## config.mk

```make
export PLATFORM = sky130hd
export DESIGN_NAME = accel_axis_to_bcd_display_flat
export DESIGN_NICKNAME = d
export VERILOG_FILES = /design/src/rtl/a2b_pkg.sv /design/src/rtl/a2b_in_if.sv /design/src/rtl/a2b_out_if.sv /design/src/rtl/a2b_digits.sv /design/src/rtl/accel_axis_to_bcd_display.sv /design/src/flat_wrapper.sv
export SDC_FILE = /design/constraint.sdc
export NUM_CORES = 2
export LEC_CHECK = 0
export CAP_MARGIN = 10
export CELL_PAD_IN_SITES_DETAIL_PLACEMENT = 1
export CELL_PAD_IN_SITES_GLOBAL_PLACEMENT = 2
export CORE_AREA = 3 3 295 297
export DETAILED_ROUTE_END_ITERATION = 6
export DIE_AREA = 0 0 298 300
export DONT_BUFFER_PORTS = 1
export PLACE_DENSITY = 0.87
export SLEW_MARGIN = 5
export SYNTH_ARGS = -nofsm -noshare
export SYNTH_HDL_FRONTEND = slang
export SYNTH_HIERARCHICAL = 1
export SYNTH_SLANG_ARGS = --single-unit
```

## constraint.sdc

```tcl
create_clock -name clk_i -period 6.1 [get_ports clk_i]
set_input_delay 1.22 -clock clk_i [delete_from_list [all_inputs] [get_ports clk_i]]
set_output_delay 1.22 -clock clk_i [all_outputs]
set_load 0.05 [all_outputs]
```

## src/rtl/a2b_pkg.sv

```systemverilog
// ----------------------------------------------------------------------------
// a2b_pkg: shared types and constants for the accelerometer display path
// Axis codes, command codes, register map and the fixed-point constants.
// ----------------------------------------------------------------------------
package a2b_pkg;

  localparam int unsigned WordW   = 16;
  localparam int unsigned ScaleW  = 8;
  localparam int unsigned ProdW   = WordW + ScaleW;
  localparam int unsigned DigitW  = 4;

  localparam logic [ScaleW-1:0] SCALE_RESET = 8'd39;
  localparam logic [WordW-1:0]  SAT_LIMIT   = 16'hFFFF;

  // floor(p / 10) for 24-bit p: (p * ceil(2^27 / 10)) >> 27
  localparam logic [ProdW-1:0] RECIP10_P   = 24'hCCCCCD;
  localparam int unsigned      RECIP10_P_SH = 27;

  // Digit split of a 16-bit value: floor(s / 10^k) = (s * m_k) >> sh_k
  localparam int unsigned      MulW       = 34;
  localparam logic [MulW-1:0]  RECIP_1E1  = 34'd52429;
  localparam int unsigned      SH_1E1     = 19;
  localparam logic [MulW-1:0]  RECIP_1E2  = 34'd83887;
  localparam int unsigned      SH_1E2     = 23;
  localparam logic [MulW-1:0]  RECIP_1E3  = 34'd67109;
  localparam int unsigned      SH_1E3     = 26;
  localparam logic [MulW-1:0]  RECIP_1E4  = 34'd107375;
  localparam int unsigned      SH_1E4     = 30;

  // APB register map
  localparam int unsigned      ApbAddrW   = 3;
  localparam logic [0:0]       REG_SCALE  = 1'b0;

  typedef enum logic [1:0] {
    AXIS_X = 2'd0,
    AXIS_Y = 2'd1,
    AXIS_Z = 2'd2
  } axis_e;

  typedef enum logic {
    CMD_SAMPLE = 1'b0,
    CMD_BUTTON = 1'b1
  } cmd_e;

  // Sideband that travels with an item down the pipeline
  typedef struct packed {
    logic       sign;
    logic [1:0] axis;
  } tag_t;

endpackage

```

## src/rtl/a2b_in_if.sv

```systemverilog
// ----------------------------------------------------------------------------
// a2b_in_if: input channel
// Carries a command bit and the three raw axis words with valid/ready.
// ----------------------------------------------------------------------------
interface a2b_in_if;
  import a2b_pkg::*;

  logic              valid;
  logic              ready;
  logic              cmd;
  logic [WordW-1:0]  x_word;
  logic [WordW-1:0]  y_word;
  logic [WordW-1:0]  z_word;

  modport source (output valid, cmd, x_word, y_word, z_word, input ready);
  modport sink   (input valid, cmd, x_word, y_word, z_word, output ready);
endinterface

```

## src/rtl/a2b_out_if.sv

```systemverilog
// ----------------------------------------------------------------------------
// a2b_out_if: display channel
// Carries five decimal digits, the sign lamp and the shown axis.
// ----------------------------------------------------------------------------
interface a2b_out_if;
  import a2b_pkg::*;

  logic              valid;
  logic              ready;
  logic [DigitW-1:0] digit_units;
  logic [DigitW-1:0] digit_tens;
  logic [DigitW-1:0] digit_hundreds;
  logic [DigitW-1:0] digit_thousands;
  logic [DigitW-1:0] digit_ten_thousands;
  logic              sign_lamp;
  logic [1:0]        shown_axis;

  modport source (output valid, digit_units, digit_tens, digit_hundreds,
                  digit_thousands, digit_ten_thousands, sign_lamp, shown_axis,
                  input ready);
  modport sink   (input valid, digit_units, digit_tens, digit_hundreds,
                  digit_thousands, digit_ten_thousands, sign_lamp, shown_axis,
                  output ready);
endinterface

```

## src/rtl/a2b_digits.sv

```systemverilog
// ----------------------------------------------------------------------------
// a2b_digits: 16-bit binary to five BCD digits
// Two stages: reciprocal quotients by powers of ten, then digit remainders.
// ----------------------------------------------------------------------------
module a2b_digits (
  input  logic                 clk_i,
  input  logic                 rst_ni,
  input  logic                 valid_i,
  output logic                 ready_o,
  input  logic [15:0]          scaled_i,
  input  a2b_pkg::tag_t        tag_i,
  a2b_out_if.source            disp_o
);
  import a2b_pkg::*;

  logic                   q_v_q;
  logic [WordW-1:0]       quo_q [5];
  logic [WordW-1:0]       quo_d [5];
  tag_t                   q_tag_q;
  logic [MulW-1:0]        m1, m2, m3, m4;
  logic                   adv_quo, adv_dig;

  logic                   o_v_q;
  logic [DigitW-1:0]      dig_q [5];
  logic [DigitW-1:0]      dig_d [5];
  tag_t                   o_tag_q;

  assign adv_dig = !o_v_q || disp_o.ready;
  assign adv_quo = !q_v_q || adv_dig;
  assign ready_o = adv_quo;

  always_comb begin
    m1 = MulW'(scaled_i) * RECIP_1E1;
    m2 = MulW'(scaled_i) * RECIP_1E2;
    m3 = MulW'(scaled_i) * RECIP_1E3;
    m4 = MulW'(scaled_i) * RECIP_1E4;
    quo_d[0] = scaled_i;
    quo_d[1] = WordW'(m1 >> SH_1E1);
    quo_d[2] = WordW'(m2 >> SH_1E2);
    quo_d[3] = WordW'(m3 >> SH_1E3);
    quo_d[4] = WordW'(m4 >> SH_1E4);
  end

  // digit k = q_k - 10 * q_(k+1); the result is below ten, so four bits suffice
  always_comb begin
    for (int k = 0; k < 4; k++) begin
      dig_d[k] = DigitW'(quo_q[k] - (quo_q[k+1] << 3) - (quo_q[k+1] << 1));
    end
    dig_d[4] = DigitW'(quo_q[4]);
  end

  always_ff @(posedge clk_i or negedge rst_ni) begin
    if (!rst_ni) begin
      q_v_q <= 1'b0;
      o_v_q <= 1'b0;
    end else begin
      if (adv_quo) q_v_q <= valid_i;
      if (adv_dig) o_v_q <= q_v_q;
    end
  end

  always_ff @(posedge clk_i) begin
    if (adv_quo && valid_i) begin
      quo_q   <= quo_d;
      q_tag_q <= tag_i;
    end
    if (adv_dig && q_v_q) begin
      dig_q   <= dig_d;
      o_tag_q <= q_tag_q;
    end
  end

  assign disp_o.valid               = o_v_q;
  assign disp_o.digit_units         = dig_q[0];
  assign disp_o.digit_tens          = dig_q[1];
  assign disp_o.digit_hundreds      = dig_q[2];
  assign disp_o.digit_thousands     = dig_q[3];
  assign disp_o.digit_ten_thousands = dig_q[4];
  assign disp_o.sign_lamp           = o_tag_q.sign;
  assign disp_o.shown_axis          = o_tag_q.axis;

endmodule

```

## src/rtl/accel_axis_to_bcd_display.sv

```systemverilog
// ----------------------------------------------------------------------------
// accel_axis_to_bcd_display: accelerometer axis to decimal display
// Picks one axis, takes its magnitude, scales by tenths of mg, saturates and
// splits the value into five BCD digits with a sign lamp.
// ----------------------------------------------------------------------------
// Throughput: one item per cycle while the display is ready; five registered
//   stages (magnitude, product, scaled value, quotients, digits), one
//   multiplier each for scale and divide by ten, four in parallel for the
//   digit quotients. Button items update the axis selector, give no result.
// Reset: async active low; selector to X, scale to 3.9, pipeline emptied.
// ----------------------------------------------------------------------------
module accel_axis_to_bcd_display (
  input  logic                          clk_i,
  input  logic                          rst_ni,
  a2b_in_if.sink                        sample_i,
  a2b_out_if.source                     disp_o,
  input  logic                          psel,
  input  logic                          penable,
  input  logic                          pwrite,
  input  logic [a2b_pkg::ApbAddrW-1:0]  paddr,
  input  logic [31:0]                   pwdata,
  output logic [31:0]                   prdata,
  output logic                          pready
);
  import a2b_pkg::*;

  logic [ScaleW-1:0]  scale_q;
  axis_e              axis_q, axis_d;
  logic               cfg_wr;

  logic               in_fire;
  logic               adv0, adv1, adv2, dig_ready;
  axis_e              axis_eff;
  logic [WordW-1:0]   word;
  logic [WordW-1:0]   mag_d;

  logic               s0_v_q, s1_v_q, s2_v_q;
  logic [WordW-1:0]   mag_q;
  tag_t               tag0_q, tag1_q, tag2_q;
  logic [ProdW-1:0]   prod_q;
  logic [2*ProdW-1:0] quot_full;
  logic [19:0]        quot;
  logic [WordW-1:0]   scaled_d, scaled_q;

  // ---------------- configuration ----------------
  assign pready = 1'b1;
  assign cfg_wr = psel && penable && pwrite && (paddr[ApbAddrW-1] == REG_SCALE);
  assign prdata = (paddr[ApbAddrW-1] == REG_SCALE) ? 32'(scale_q) : 32'd0;

  always_ff @(posedge clk_i or negedge rst_ni) begin
    if (!rst_ni) begin
      scale_q <= SCALE_RESET;
    end else if (cfg_wr) begin
      scale_q <= pwdata[ScaleW-1:0];
    end
  end

  // ---------------- axis selector ----------------
  assign adv2    = !s2_v_q || dig_ready;
  assign adv1    = !s1_v_q || adv2;
  assign adv0    = !s0_v_q || adv1;
  assign sample_i.ready = adv0;
  assign in_fire = sample_i.valid && adv0;

  always_comb begin
    unique case (axis_q)
      AXIS_X:  axis_d = AXIS_Y;
      AXIS_Y:  axis_d = AXIS_Z;
      AXIS_Z:  axis_d = AXIS_X;
      default: axis_d = AXIS_Y;
    endcase
  end

  always_comb begin
    case (axis_q)
      AXIS_Y:  begin axis_eff = AXIS_Y; word = sample_i.y_word; end
      AXIS_Z:  begin axis_eff = AXIS_Z; word = sample_i.z_word; end
      default: begin axis_eff = AXIS_X; word = sample_i.x_word; end
    endcase
    // 0x8000 wraps to itself, i.e. magnitude 32768
    mag_d = word[WordW-1] ? (~word + 1'b1) : word;
  end

  always_ff @(posedge clk_i or negedge rst_ni) begin
    if (!rst_ni) begin
      axis_q <= AXIS_X;
    end else if (in_fire && (sample_i.cmd == CMD_BUTTON)) begin
      axis_q <= axis_d;
    end
  end

  // ---------------- pipeline control ----------------
  always_ff @(posedge clk_i or negedge rst_ni) begin
    if (!rst_ni) begin
      s0_v_q <= 1'b0;
      s1_v_q <= 1'b0;
      s2_v_q <= 1'b0;
    end else begin
      // drop button items here: they carry no result
      if (adv0) s0_v_q <= in_fire && (sample_i.cmd == CMD_SAMPLE);
      if (adv1) s1_v_q <= s0_v_q;
      if (adv2) s2_v_q <= s1_v_q;
    end
  end

  // ---------------- datapath ----------------
  assign quot_full = (2*ProdW)'(prod_q) * (2*ProdW)'(RECIP10_P);
  assign quot      = 20'(quot_full >> RECIP10_P_SH);
  assign scaled_d  = (quot > 20'(SAT_LIMIT)) ? SAT_LIMIT : quot[WordW-1:0];

  always_ff @(posedge clk_i) begin
    if (in_fire && (sample_i.cmd == CMD_SAMPLE)) begin
      mag_q       <= mag_d;
      tag0_q.sign <= word[WordW-1];
      tag0_q.axis <= axis_eff;
    end
    if (adv1 && s0_v_q) begin
      prod_q <= ProdW'(mag_q) * ProdW'(scale_q);
      tag1_q <= tag0_q;
    end
    if (adv2 && s1_v_q) begin
      scaled_q <= scaled_d;
      tag2_q   <= tag1_q;
    end
  end

  a2b_digits u_digits (
    .clk_i    (clk_i),
    .rst_ni   (rst_ni),
    .valid_i  (s2_v_q),
    .ready_o  (dig_ready),
    .scaled_i (scaled_q),
    .tag_i    (tag2_q),
    .disp_o   (disp_o)
  );

endmodule
```

## src/flat_wrapper.sv

```systemverilog
// flat-port wrapper written by rule: the top's interface ports become plain ports
module accel_axis_to_bcd_display_flat import a2b_pkg::*;
  (clk_i, rst_ni, psel, penable, pwrite, paddr, pwdata, prdata, pready, sample_i_valid, sample_i_cmd, sample_i_x_word, sample_i_y_word, sample_i_z_word, sample_i_ready, disp_o_valid, disp_o_digit_units, disp_o_digit_tens, disp_o_digit_hundreds, disp_o_digit_thousands, disp_o_digit_ten_thousands, disp_o_sign_lamp, disp_o_shown_axis, disp_o_ready);
  a2b_in_if sample_i_i ();
  a2b_out_if disp_o_i ();
  input  logic clk_i;
  input  logic rst_ni;
  input  logic psel;
  input  logic penable;
  input  logic pwrite;
  input  logic [a2b_pkg::ApbAddrW-1:0] paddr;
  input  logic [31:0] pwdata;
  output logic [31:0] prdata;
  output logic pready;
  input wire logic [$bits(sample_i_i.valid)-1:0] sample_i_valid;
  input wire logic [$bits(sample_i_i.cmd)-1:0] sample_i_cmd;
  input wire logic [$bits(sample_i_i.x_word)-1:0] sample_i_x_word;
  input wire logic [$bits(sample_i_i.y_word)-1:0] sample_i_y_word;
  input wire logic [$bits(sample_i_i.z_word)-1:0] sample_i_z_word;
  output wire logic [$bits(sample_i_i.ready)-1:0] sample_i_ready;
  output wire logic [$bits(disp_o_i.valid)-1:0] disp_o_valid;
  output wire logic [$bits(disp_o_i.digit_units)-1:0] disp_o_digit_units;
  output wire logic [$bits(disp_o_i.digit_tens)-1:0] disp_o_digit_tens;
  output wire logic [$bits(disp_o_i.digit_hundreds)-1:0] disp_o_digit_hundreds;
  output wire logic [$bits(disp_o_i.digit_thousands)-1:0] disp_o_digit_thousands;
  output wire logic [$bits(disp_o_i.digit_ten_thousands)-1:0] disp_o_digit_ten_thousands;
  output wire logic [$bits(disp_o_i.sign_lamp)-1:0] disp_o_sign_lamp;
  output wire logic [$bits(disp_o_i.shown_axis)-1:0] disp_o_shown_axis;
  input wire logic [$bits(disp_o_i.ready)-1:0] disp_o_ready;
  assign sample_i_i.valid = sample_i_valid;
  assign sample_i_i.cmd = sample_i_cmd;
  assign sample_i_i.x_word = sample_i_x_word;
  assign sample_i_i.y_word = sample_i_y_word;
  assign sample_i_i.z_word = sample_i_z_word;
  assign sample_i_ready = sample_i_i.ready;
  assign disp_o_valid = disp_o_i.valid;
  assign disp_o_digit_units = disp_o_i.digit_units;
  assign disp_o_digit_tens = disp_o_i.digit_tens;
  assign disp_o_digit_hundreds = disp_o_i.digit_hundreds;
  assign disp_o_digit_thousands = disp_o_i.digit_thousands;
  assign disp_o_digit_ten_thousands = disp_o_i.digit_ten_thousands;
  assign disp_o_sign_lamp = disp_o_i.sign_lamp;
  assign disp_o_shown_axis = disp_o_i.shown_axis;
  assign disp_o_i.ready = disp_o_ready;
  accel_axis_to_bcd_display u_core (.clk_i(clk_i), .rst_ni(rst_ni), .sample_i(sample_i_i), .disp_o(disp_o_i), .psel(psel), .penable(penable), .pwrite(pwrite), .paddr(paddr), .pwdata(pwdata), .prdata(prdata), .pready(pready));
endmodule
```

==> impl_metrics.yaml <==
run_status:
  outcome: "finished with violations"
  violations: "negative setup slack"
min_path:
  holdPathStages: 0
  worstHoldPathType: "reg -> reg"
  hold_end: "u_core/u_digits/q_tag_q[0]"
  hp-start: "u_core/tag2_q[0]"
clocking:
  cts_max_path_buffers: 2
  clk_pin_slew_ps: 70
  cts_made_buffers: 17
  insertion_delay_ps: 480
  cts_tree: "done"
  cts.sinks: 124
  cts_htree_levels: 4
  clockRootBuffer: "clkbuf_16"
  cts_hold_buf: 0
yosys:
  synthesis.area_um2: 33700
  synth_cells: 3300
  async_flop_share_pct: 12.1
  ys_types: 74
  synth_warnings: 6
  synth_edf_count: 109
  synth_top_area_cell: "fa_1"
  synth-seq-cells: 124
  synthTopCellsByArea: "fa_1 35%, ha_1 26%, inv_1 10%"
  seq_area_frac_synth_pct: 10.8
  synthFlopType: "edfxtp_1"
  syn_avg_cell_area_um2: 10.2
  yosysTopAreaCellShare_pct: 35.1
placement:
  io_buffers: 0
  hpwl_um: 86200
  gp_congestion: 0.929
  dp_worst_setup_slack_ps: -736
sta:
  worst_pin_slew_ps: 1190
  finalMaxSlewViolations: 0
  max-slew-margin-rel_pct: 20.8
  rsz0062_at_grt: "yes"
  fmaxAchievable_ghz: 0.149
  hold_violations: 0
  finalClockSkew_ps: 19.2
  finalSetupViolations: 16
  min_period_ps: 6700
  min_period_over_period_pct: 110
  layout_setup_ws_ps: -601
grt:
  grt_pass1_wl_um: 156000
  grt.total_usage_pct: 22.5
  grt_pass1_vias: 27600
  grt_antenna_before_repair: 3
  grt_overflow: 0
  grt_max_degree: 28
floorplanning:
  dieHeight_um: 300
  die_width_um: 298
  fp.dieArea_um2: 89400
  coreArea_um2: 84900
  initial_core_util_pct: 39.7
  std_cell_rows: 107
  ioPinCount: 149
drt:
  drc: 0
  num_vias: 24200
  via_per_inst: 5.07
  wire_per_inst_um: 20.7
  antenna_left: 0
  dr.pass1.iters: 4
  drt_iter0_drc: 1154
  totalWireLength_um: 98600
setup_path:
  crit_path_end_kind: "flip-flop"
  worstSetupPathType: "reg -> reg"
  cp_data_required_time_ps: 6320
  reg2reg_from: "u_core/prod_q[13]"
  r2r_cells: 25
  cp_max_fo: 6
  crit_path_start_kind: "flip-flop"
  crit_arrival_ps: 6920
  ff2ff_setup_slack_ps: -600
  r2r_end: "u_core/scaled_q[7]"
final_layout:
  multi_input_area_um2: 26800
  area_growth_pct: 14.1
  seq_area_um2: 3650
  fin_nets: 4989
  fill_cells: 9645
  drive_above_1_share_pct: 12.8
  antenna_cells: 0
job:
  maxCapViolations: 0
-- worst max-delay path by stage --
stage               slack, ps             endpoint               from
floorplan                -260  u_core/scaled_q[13]   u_core/prod_q[2]
global placement         -580   u_core/scaled_q[5]  u_core/prod_q[16]
detailed placement       -740   u_core/scaled_q[8]  u_core/prod_q[13]
CTS                      -610   u_core/scaled_q[7]   u_core/prod_q[1]
global route             -850   u_core/scaled_q[4]  u_core/prod_q[13]
finish                   -600   u_core/scaled_q[7]  u_core/prod_q[13]
-- cells in the final DEF, fill, tap and decap left out, drive strengths merged, types with 13 or more instances in the layout --
master / count
nand4: 19
a211oi: 14
o21ai: 61
o211ai: 14
o21a: 16
xor2: 39
nand2: 160
a21oi: 99
a31oi: 15
fa: 591
buf: 331
inv: 913
nand2b: 15
nor2b: 16
edfxtp: 109
xnor2: 88
a221o: 13
and3: 16
a21o: 32
ha: 695
nor2: 64
and2: 74
nand3: 33
conb: 26
clkbuf: 17
nor3: 21
-- cells in the mapped netlist (18+ instances only) --
library cell	count
inv_1	905
ha_1	695
fa_1	591
nand2_1	150
edfxtp_1	109
a21oi_1	96
xnor2_1	88
and2_1	74
nor2_1	64
o21ai_0	58
xor2_1	39
nand3_1	33
a21o_1	32
buf_4	29
clkbuf_1	27
nor3_1	21
nand4_1	18
-- flip-flops by register name, indices dropped and copies added (netlist names), 2 cells and up --
signal                                      cells
u_core/tag2_q                                   3
u_core/scaled_q                                16
u_core/scale_q                                  8
u_core/u_digits/quo_q                          16
u_core/tag1_q                                   3
u_core/u_digits/disp_o.digit_thousands          4
u_core/u_digits/q_tag_q                         3
u_core/mag_q                                   16
u_core/u_digits/disp_o.shown_axis               2
u_core/u_digits/disp_o.digit_units              4
u_core/u_digits/dig_d                           3
u_core/tag0_q                                   3
u_core/u_digits/disp_o.digit_tens               4
u_core/axis_q                                   2
u_core/prod_q                                  24
u_core/u_digits/disp_o.digit_hundreds           4
u_core/u_digits/disp_o.digit_ten_thousands      3
-- metrics by stage --
stage                     instance area, um2  util (%)  hold WS [ps]  cells  TNS [ps]
after floorplan                        34000         -           400   3323     -3350
after global placement                 37200      43.9           402   4697     -9170
after detailed placement               37200      43.9           405   4697    -11470
after CTS                              38100      44.9           398   4746     -9420
after global routing                   38400      45.3           399   4769    -13440
final                                  38400      45.3           413   4769     -9350
-- per-layer routing --
metal	global-route usage, %	wire (um)	share of wire [%]
met4	5.27	2320	2.4
met2	38.4	47200	48
met1	29.7	43500	44
met5	0	11	0.011
met3	4.12	5600	5.7
-- final cells by class --
class / instances / area share (%)
clock buffer: 17 / 1.11
tap: 1144 / 3.72
multi-input combinational: 2233 / 69.7
inverter: 905 / 8.85
timing repair buffer: 331 / 6.63
sequential: 124 / 9.50
clock inverter: 15 / 0.521
-- worst max-delay path, cell delays in order (launching register included) --
cell,delay [ps]
edfxtp_1,510
buf_6,180
ha_4,160
fa_1,540
inv_1,80
fa_1,410
fa_1,540
inv_1,50
fa_1,500
fa_1,500
inv_1,50
fa_1,470
inv_1,40
ha_1,330
buf_4,140
nand2_1,60
o21ai_1,350
a21oi_1,120
o32ai_4,330
o2111ai_2,180
a21oi_2,200
mux2i_2,100
a221oi_4,250
buf_6,170
buf_12,110
nand2_1,40
-- repair_timing --
action,CTS,global route
cloned,1,0
gates resized for setup,19,37
buffers inserted,16,23
setup endpoints to repair,17,20
pin swaps,13,21
-- kinds of logic after synthesis --
group / Yosys count / share of synthesized area, %
flops: 124 / 10.8
fa+ha+maj: 1286 / 60.9
simple gates: 452 / 6.73
compound gates: 328 / 6.58
other cells: 3 / 0.0334
buf+inv: 966 / 11.1
xor+xnor: 127 / 3.30
mux: 14 / 0.461
Power is not shown: default switching activity piles up to over one toggle a cycle in this logic, so the estimate is an artifact.
